## src/rtl/rect_difference_fragments_assert.svh

```systemverilog
// assertion macros shared by the rectangle difference block
`ifndef RECT_DIFFERENCE_FRAGMENTS_ASSERT_SVH
`define RECT_DIFFERENCE_FRAGMENTS_ASSERT_SVH

// same-cycle implication, checked on the rising clock, off during reset
`define RDF_ASSERT_IMPLY(name, clk, rst, cond, expr, msg) \
   name: assert property (@(posedge clk) disable iff (rst) (cond) |-> (expr)) \
      else $error(msg);

// next-cycle implication, checked on the rising clock, off during reset
`define RDF_ASSERT_NEXT(name, clk, rst, cond, expr, msg) \
   name: assert property (@(posedge clk) disable iff (rst) (cond) |=> (expr)) \
      else $error(msg);

`endif

```

## src/rtl/rdf_pkg.sv

```systemverilog
package rdf_pkg;

   localparam int CoordW  = 16;
   localparam int SizeW   = 15;
   localparam int ExtW    = CoordW + 1;
   localparam int KindW   = 3;
   localparam int NumFrag = 4;
   localparam int SelW    = $clog2(NumFrag);

   typedef logic [KindW-1:0] kind_type;

   // fragment kinds
   localparam kind_type KIND_WHOLE  = 3'd0;
   localparam kind_type KIND_BOTTOM = 3'd1;
   localparam kind_type KIND_LEFT   = 3'd2;
   localparam kind_type KIND_RIGHT  = 3'd3;
   localparam kind_type KIND_TOP    = 3'd4;

   // one input transaction: base rectangle and remove rectangle
   typedef struct packed {
      logic signed [CoordW-1:0] bx;
      logic signed [CoordW-1:0] by;
      logic [SizeW-1:0]         bw;
      logic [SizeW-1:0]         bh;
      logic signed [CoordW-1:0] cx;
      logic signed [CoordW-1:0] cy;
      logic [SizeW-1:0]         cw;
      logic [SizeW-1:0]         ch;
   } rect_pair_type;

   // one output fragment
   typedef struct packed {
      logic signed [CoordW-1:0] x;
      logic signed [CoordW-1:0] y;
      logic [SizeW-1:0]         w;
      logic [SizeW-1:0]         h;
      kind_type                 kind;
   } frag_type;

   // all fragments of one input, slot order is emit order
   typedef struct packed {
      frag_type [NumFrag-1:0] slot;
      logic [NumFrag-1:0]     mask;
   } frag_set_type;

   // emitter status toward the input stage
   typedef struct packed {
      logic free;
      logic load;
      logic pending;
   } emit_status_type;

endpackage

```

## src/rtl/rect_difference_fragments.sv

```systemverilog
// channel   direction  transaction
// req_      in         base and remove rectangle, one per transaction
// rsp_      out        one fragment per transaction, last flag on the final one
//
// an input transaction yields 0 to 4 fragments and holds the fragment
// buffer until its last fragment is loaded into the output register; the
// output register sets the rate, one fragment per cycle while rsp_ready holds
// first fragment passes the input register, fragment buffer and output register
// synchronous active-high reset empties the input stage, buffer and output
// a stalled output holds the buffer, which then back-pressures req_ready
module rect_difference_fragments
   import rdf_pkg::*;
(
   input  logic                     clock,
   input  logic                     reset,
   input  logic                     req_valid,
   output logic                     req_ready,
   input  logic signed [CoordW-1:0] req_base_x,
   input  logic signed [CoordW-1:0] req_base_y,
   input  logic [SizeW-1:0]         req_base_w,
   input  logic [SizeW-1:0]         req_base_h,
   input  logic signed [CoordW-1:0] req_cut_x,
   input  logic signed [CoordW-1:0] req_cut_y,
   input  logic [SizeW-1:0]         req_cut_w,
   input  logic [SizeW-1:0]         req_cut_h,
   output logic                     rsp_valid,
   input  logic                     rsp_ready,
   output logic signed [CoordW-1:0] rsp_frag_x,
   output logic signed [CoordW-1:0] rsp_frag_y,
   output logic [SizeW-1:0]         rsp_frag_w,
   output logic [SizeW-1:0]         rsp_frag_h,
   output logic [KindW-1:0]         rsp_frag_kind,
   output logic                     rsp_frag_last
);

`include "rect_difference_fragments_assert.svh"

   logic            in_vld_ff, in_vld_in;
   rect_pair_type   in_data_ff, in_data_in;
   logic            in_take;
   frag_set_type    frags;
   emit_status_type status;

   // input register, moves on when the buffer frees up
   assign in_take   = in_vld_ff && status.free;
   assign req_ready = !in_vld_ff || status.free;

   always_comb begin
      in_vld_in  = in_vld_ff;
      in_data_in = in_data_ff;
      if (req_valid && req_ready) begin
         in_vld_in     = 1'b1;
         in_data_in.bx = req_base_x;
         in_data_in.by = req_base_y;
         in_data_in.bw = req_base_w;
         in_data_in.bh = req_base_h;
         in_data_in.cx = req_cut_x;
         in_data_in.cy = req_cut_y;
         in_data_in.cw = req_cut_w;
         in_data_in.ch = req_cut_h;
      end else if (in_take) begin
         in_vld_in = 1'b0;
      end
   end

   always_ff @(posedge clock) begin
      if (reset) begin
         in_vld_ff <= 1'b0;
      end else begin
         in_vld_ff <= in_vld_in;
      end
      in_data_ff <= in_data_in;
   end

   // clip and split
   rdf_clip u_clip (
      .pair  (in_data_ff),
      .frags (frags)
   );

   // fragment buffer and output register
   rdf_emit u_emit (
      .clock         (clock),
      .reset         (reset),
      .load_en       (in_take),
      .load_set      (frags),
      .status        (status),
      .rsp_valid     (rsp_valid),
      .rsp_ready     (rsp_ready),
      .rsp_frag_x    (rsp_frag_x),
      .rsp_frag_y    (rsp_frag_y),
      .rsp_frag_w    (rsp_frag_w),
      .rsp_frag_h    (rsp_frag_h),
      .rsp_frag_kind (rsp_frag_kind),
      .rsp_frag_last (rsp_frag_last)
   );

   // checks
   `RDF_ASSERT_NEXT(a_in_hold, clock, reset, in_vld_ff && !status.free,
      in_vld_ff, "input stage dropped a transaction")
   `RDF_ASSERT_NEXT(a_buf_hold, clock, reset, status.pending && !status.load,
      status.pending, "fragment buffer lost pending fragments")
   `RDF_ASSERT_IMPLY(a_whole_last, clock, reset, rsp_valid && rsp_frag_kind == KIND_WHOLE,
      rsp_frag_last, "whole-base fragment not marked last")

endmodule

```

## src/rtl/rdf_clip.sv

```systemverilog
module rdf_clip
   import rdf_pkg::*;
(
   input  rect_pair_type pair,
   output frag_set_type  frags
);

   logic signed [ExtW-1:0] bx, by, bw, bh, cx, cy, cw, ch;
   logic signed [ExtW-1:0] bex, bey, cex, cey;
   logic signed [ExtW-1:0] rx, ry, rex, rey, rw, rh;
   logic                   disjoint, equal_base, zero_area;

   // widen everything by one bit so extents never wrap
   assign bx = ExtW'(pair.bx);
   assign by = ExtW'(pair.by);
   assign cx = ExtW'(pair.cx);
   assign cy = ExtW'(pair.cy);
   assign bw = signed'(ExtW'(pair.bw));
   assign bh = signed'(ExtW'(pair.bh));
   assign cw = signed'(ExtW'(pair.cw));
   assign ch = signed'(ExtW'(pair.ch));

   assign bex = bx + bw;
   assign bey = by + bh;
   assign cex = cx + cw;
   assign cey = cy + ch;

   // clip the remove rectangle to the base
   assign disjoint = (cx >= bex) || (cex <= bx) || (cy >= bey) || (cey <= by);
   assign rx  = (cx < bx) ? bx : cx;
   assign ry  = (cy < by) ? by : cy;
   assign rex = (cex > bex) ? bex : cex;
   assign rey = (cey > bey) ? bey : cey;
   assign rw  = rex - rx;
   assign rh  = rey - ry;

   // a disjoint cut collapses to the all-zero rectangle
   assign equal_base = disjoint ?
      (pair.bx == '0 && pair.by == '0 && pair.bw == '0 && pair.bh == '0) :
      (rx == bx && ry == by && rw == bw && rh == bh);
   assign zero_area = disjoint || (rw == '0 && rh == '0);

   // build fragments in emit order: bottom, left, right, top
   always_comb begin
      frags.mask = '0;
      frags.slot = '0;
      if (equal_base) begin
         frags.mask = '0;
      end else if (zero_area) begin
         frags.mask[0]      = 1'b1;
         frags.slot[0].x    = pair.bx;
         frags.slot[0].y    = pair.by;
         frags.slot[0].w    = pair.bw;
         frags.slot[0].h    = pair.bh;
         frags.slot[0].kind = KIND_WHOLE;
      end else begin
         frags.mask[0]      = by < ry;
         frags.slot[0].x    = pair.bx;
         frags.slot[0].y    = pair.by;
         frags.slot[0].w    = pair.bw;
         frags.slot[0].h    = SizeW'(ry - by);
         frags.slot[0].kind = KIND_BOTTOM;

         frags.mask[1]      = bx < rx;
         frags.slot[1].x    = pair.bx;
         frags.slot[1].y    = ry[CoordW-1:0];
         frags.slot[1].w    = SizeW'(rx - bx);
         frags.slot[1].h    = rh[SizeW-1:0];
         frags.slot[1].kind = KIND_LEFT;

         frags.mask[2]      = bex > rex;
         frags.slot[2].x    = rex[CoordW-1:0];
         frags.slot[2].y    = ry[CoordW-1:0];
         frags.slot[2].w    = SizeW'(bex - rex);
         frags.slot[2].h    = rh[SizeW-1:0];
         frags.slot[2].kind = KIND_RIGHT;

         frags.mask[3]      = bey > rey;
         frags.slot[3].x    = pair.bx;
         frags.slot[3].y    = rey[CoordW-1:0];
         frags.slot[3].w    = pair.bw;
         frags.slot[3].h    = SizeW'(bey - rey);
         frags.slot[3].kind = KIND_TOP;
      end
   end

endmodule

```

## src/rtl/rdf_emit.sv

```systemverilog
module rdf_emit
   import rdf_pkg::*;
(
   input  logic                     clock,
   input  logic                     reset,
   input  logic                     load_en,
   input  frag_set_type             load_set,
   output emit_status_type          status,
   output logic                     rsp_valid,
   input  logic                     rsp_ready,
   output logic signed [CoordW-1:0] rsp_frag_x,
   output logic signed [CoordW-1:0] rsp_frag_y,
   output logic [SizeW-1:0]         rsp_frag_w,
   output logic [SizeW-1:0]         rsp_frag_h,
   output logic [KindW-1:0]         rsp_frag_kind,
   output logic                     rsp_frag_last
);

   frag_type [NumFrag-1:0] slot_ff, slot_in;
   logic [NumFrag-1:0]     mask_ff, mask_in, rest_mask;
   logic [SelW-1:0]        sel;
   logic                   out_load;
   logic                   rsp_valid_ff, rsp_valid_in;
   frag_type               frag_ff, frag_in;
   logic                   last_ff, last_in;

   // lowest pending slot goes out first
   always_comb begin
      sel = '0;
      for (int i = NumFrag - 1; i >= 0; i--) begin
         if (mask_ff[i]) begin
            sel = SelW'(i);
         end
      end
   end

   assign rest_mask = mask_ff & (mask_ff - 1'b1);
   assign out_load  = (mask_ff != '0) && (!rsp_valid_ff || rsp_ready);

   assign status.pending = mask_ff != '0;
   assign status.load    = out_load;
   assign status.free    = (mask_ff == '0) || (out_load && rest_mask == '0);

   // fragment buffer
   always_comb begin
      mask_in = mask_ff;
      slot_in = slot_ff;
      if (load_en) begin
         mask_in = load_set.mask;
         slot_in = load_set.slot;
      end else if (out_load) begin
         mask_in = rest_mask;
      end
   end

   // output register
   always_comb begin
      rsp_valid_in = rsp_valid_ff;
      frag_in      = frag_ff;
      last_in      = last_ff;
      if (out_load) begin
         rsp_valid_in = 1'b1;
         frag_in      = slot_ff[sel];
         last_in      = rest_mask == '0;
      end else if (rsp_ready) begin
         rsp_valid_in = 1'b0;
      end
   end

   always_ff @(posedge clock) begin
      if (reset) begin
         mask_ff      <= '0;
         rsp_valid_ff <= 1'b0;
      end else begin
         mask_ff      <= mask_in;
         rsp_valid_ff <= rsp_valid_in;
      end
      slot_ff <= slot_in;
      frag_ff <= frag_in;
      last_ff <= last_in;
   end

   assign rsp_valid     = rsp_valid_ff;
   assign rsp_frag_x    = frag_ff.x;
   assign rsp_frag_y    = frag_ff.y;
   assign rsp_frag_w    = frag_ff.w;
   assign rsp_frag_h    = frag_ff.h;
   assign rsp_frag_kind = frag_ff.kind;
   assign rsp_frag_last = last_ff;

endmodule
```

## config.mk

```make
export PLATFORM = sky130hd
export DESIGN_NAME = rect_difference_fragments
export DESIGN_NICKNAME = d
export VERILOG_FILES = /design/src/rtl/rdf_pkg.sv /design/src/rtl/rect_difference_fragments.sv /design/src/rtl/rdf_clip.sv /design/src/rtl/rdf_emit.sv
export VERILOG_INCLUDE_DIRS = /design/src /design/src/rtl
export SDC_FILE = /design/constraint.sdc
export NUM_CORES = 1
export LEC_CHECK = 0
export ABC_CLOCK_PERIOD_IN_PS = 23600
export BUFFER_PORTS_ARGS = -buffer_cell sky130_fd_sc_hd__buf_2
export CELL_PAD_IN_SITES_DETAIL_PLACEMENT = 1
export CELL_PAD_IN_SITES_GLOBAL_PLACEMENT = 1
export CORE_MARGIN = 2
export CORE_UTILIZATION = 53
export DETAILED_ROUTE_END_ITERATION = 8
export GPL_ROUTABILITY_DRIVEN = 0
export PLACE_DENSITY_LB_ADDON = 0.1
export SETUP_SLACK_MARGIN = 0.4
export SLEW_MARGIN = 20
export SYNTH_ARGS = -nofsm -noshare
export SYNTH_HDL_FRONTEND = slang
export SYNTH_SLANG_ARGS = --single-unit
```

## constraint.sdc

```tcl
create_clock -name clock -period 23.6 [get_ports clock]
set_input_delay 5.9 -clock clock [delete_from_list [all_inputs] [get_ports clock]]
set_output_delay 5.9 -clock clock [all_outputs]
set_load 0.005 [all_outputs]
```

==> flow_summary.ini <==
[run_status]
status = completed

[clock_tree]
cts_buffers = 46
cts_setup_buffers = 0
cts_tree = built
numClockSinks = 398
cts.path.max_buffers = 3
clk_pin_slew_ns = 0.06
h-tree-depth = 2
cts-resized-gates = 0
root_buffer = clkbuf_16
clkLatencyLatePin_ns = 0.62
postCtsHoldBufs = 0

[logic_synthesis]
post_synth_instance_area_um2 = 26600
synth_top_cell_by_area = edfxtp_1
synth-edff-count = 392
synthTopCellsByArea = edfxtp_1 44%, ha_1 14%, nor2_1 3.7%
ys_types = 83
ys.flop_type = edfxtp_1
synth-seq-area-share = 0.447
synth_cells = 2571
syn_avg_cell_area_um2 = 10.4
synth_seq_cells = 398
yosys.area.top_type_share = 0.442
async_reset_ff_frac = 0
yosysWarnings = 0
synth_nets = 3017

[finish]
ff_latch_area_um2 = 11900
layout_common_cells = 392 x edfxtp_1, 308 x ha_1, 259 x nor2_1, 222 x inv_1, 195 x buf_2
finalNetCount = 3212
drive_above_1_share = 0.123
final_cells = 3473
final_common_cell = edfxtp_1
syn2layout_area_growth_pct = 12.1
nFillCells = 5469
diodes = 0
multiInputGateArea_um2 = 13600

[sta]
maxSlewHeadroom = 0.307
period_share = 0.549
drv_slew = 0
tns_ns = 0
timing.fmax_mhz = 77.2
setup_viol = 0
fin_skew_ns = 0.0298
worst_pin_slew_ns = 1.04
period_needed_ns = 12.95
hold_violations = 0
rsz0062_at_grt = no

[global_route]
grt_usage = 0.350
grt_max_degree = 125
grt-ovfl-total = 0
grt_antenna_before_repair = 4
first_global_vias = 22700
grt_pass1_wl_um = 138000

[route]
finalWirelength_um = 92500
avgViaCountPerCell = 6.37
ant_nets = 0
vias = 22100
wl_per_cell_um = 26.6
drc = 0
drt-pass1-iter-count = 6
first_iter_violations = 2342

[worst_setup_path]
rr_startpoint = in_data_ff[62]$_DFFE_PP_
critPathMostFrequentCell = a21oi_1
crit_family = compound AO/OA/AOI/OAI gates
cp_num_buf_inv = 5
cp.arrival_ns = 13.30
crit_slowest_cell = buf_4
r2r_slack_ns = 10.65
worstSetupPathType = flip-flop to flip-flop
cp-end-kind = flip-flop
setup.worst_path.start_class = flip-flop
critical-path-max-stage-delay_ns = 0.79
worstPathRequired_ns = 23.95
r2r_end = u_emit.slot_ff[72]$_SDFFCE_PP0P_
ff2ff_path_depth = 47
cp_max_fo = 76

[floorplan]
num_rows = 82
io_pins = 196
initial_core_util = 0.534
core-area_um2 = 49900
fp.dieW_um = 228
die_h_um = 228
die_area_um2 = 52000

[power]
ir_drop_v = 0.0000615
leakagePower_nw = 12.8
powerDensity_nw_per_um2 = 91.6

[placement]
io_buffers = 195
hpwl_um = 70600
dp_cells = 3390

[hold_path]
whs_endpoint = u_emit.rsp_frag_y[4]$_DFFE_PP_
min_path_type = flip-flop to flip-flop
hold_depth = 2
hp-start = u_emit.slot_ff[102]$_SDFFCE_PP0P_

[job]
drv_cap = 0
## routing by layer
metal / share of wire / up-vias / track usage / routed length [µm]
li1: - / 9734 / - / -
met1: 0.42 / 11000 / 0.493 / 39200
met3: 0.096 / 225 / 0.0643 / 8890
met5: 0.00026 / - / 0 / 24
met4: 0.039 / 4 / 0.130 / 3570
met2: 0.44 / 1129 / 0.540 / 40800
## sequential cells by signal, indices dropped and copies added, names as in the netlist, 3 cells and up
name,count
u_emit.rsp_frag_x,16
u_emit.rsp_frag_y,16
u_emit.rsp_frag_w,15
u_emit.slot_ff,202
u_emit.rsp_frag_kind,3
u_emit.mask_ff,4
in_data_ff,124
u_emit.rsp_frag_h,15
## cells by family (layout without fill, tap and decap cells)
family,Yosys count,after routing,synth area share
xor+xnor,148,148,0.0507
flops,398,398,0.447
mux,70,70,0.0274
simple gates,747,747,0.133
fa+ha+maj,321,321,0.153
buf+inv,290,520,0.0434
compound gates,597,597,0.145
## power by group
| part | leakage (nW) | switching [mW] | internal (mW) | total, mW |
|---|---|---|---|---|
| clock | 0.740 | 0.307 | 0.426 | 0.733 |
| combinational | 8.09 | 0.745 | 0.408 | 1.15 |
| sequential | 3.96 | 0.0294 | 0.818 | 0.847 |
## worst max-delay path by stage
stage	start	endpoint	cells past startpoint
after global placement	rsp_ready	req_ready	5
after CTS	rsp_ready	req_ready	5
after global routing	in_data_ff[62]$_DFFE_PP_	u_emit.slot_ff[70]$_SDFFCE_PP0P_	47
after detailed placement	rsp_ready	req_ready	5
final	in_data_ff[62]$_DFFE_PP_	u_emit.slot_ff[72]$_SDFFCE_PP0P_	47
after floorplan	rsp_ready	req_ready	3
## tightest hold or removal path: stages, from the launching register on
cell and delay (ns):
edfxtp_1 0.32, nand2_1 0.05, nand2_1 0.05
## cells in the mapped netlist (all sizes together), types with 6 or more instances
cell type    n
a21boi      13
nand2b      33
o31ai       12
clkbuf      44
and3        11
a211oi      32
mux2        12
xor2        40
a31oi       26
a221oi       7
nand3       38
a211o        6
nand4       47
o21bai      41
a22oi       34
buf         22
nor2b       41
xnor2      106
nor4        28
or4          6
dfxtp        6
o21a        18
a21oi      174
or3          8
a21o        78
mux2i       57
nand2      179
nor2       275
ha         308
fa          10
edfxtp     392
o21ai      113
inv        223
and2        30
nor3        33
## area by class of cell
class / count / area share
multi-input cells: 1883 / 0.457
clock inverters: 24 / 0.00985
repair buffers: 213 / 0.0372
flip-flops and latches: 398 / 0.398
well taps: 672 / 0.0282
clock buffers: 59 / 0.0412
inverters: 224 / 0.0284
## per-stage QoR
stage / hold WS (ns) / cell area [µm²] / power (mW) / worst slack (ns) / util
floorplan: 0.484 / 26600 / 1.60 / 11.35 / -
global placement: 0.490 / 28300 / 1.90 / 11.08 / 0.568
detailed placement: 0.500 / 28300 / 1.96 / 10.94 / 0.568
CTS: 0.513 / 29800 / 2.70 / 10.95 / 0.598
global route: 0.551 / 29800 / 2.84 / 9.86 / 0.599
finish: 0.511 / 29800 / 2.73 / 10.65 / 0.599
Power figures use the tool's default switching activity.
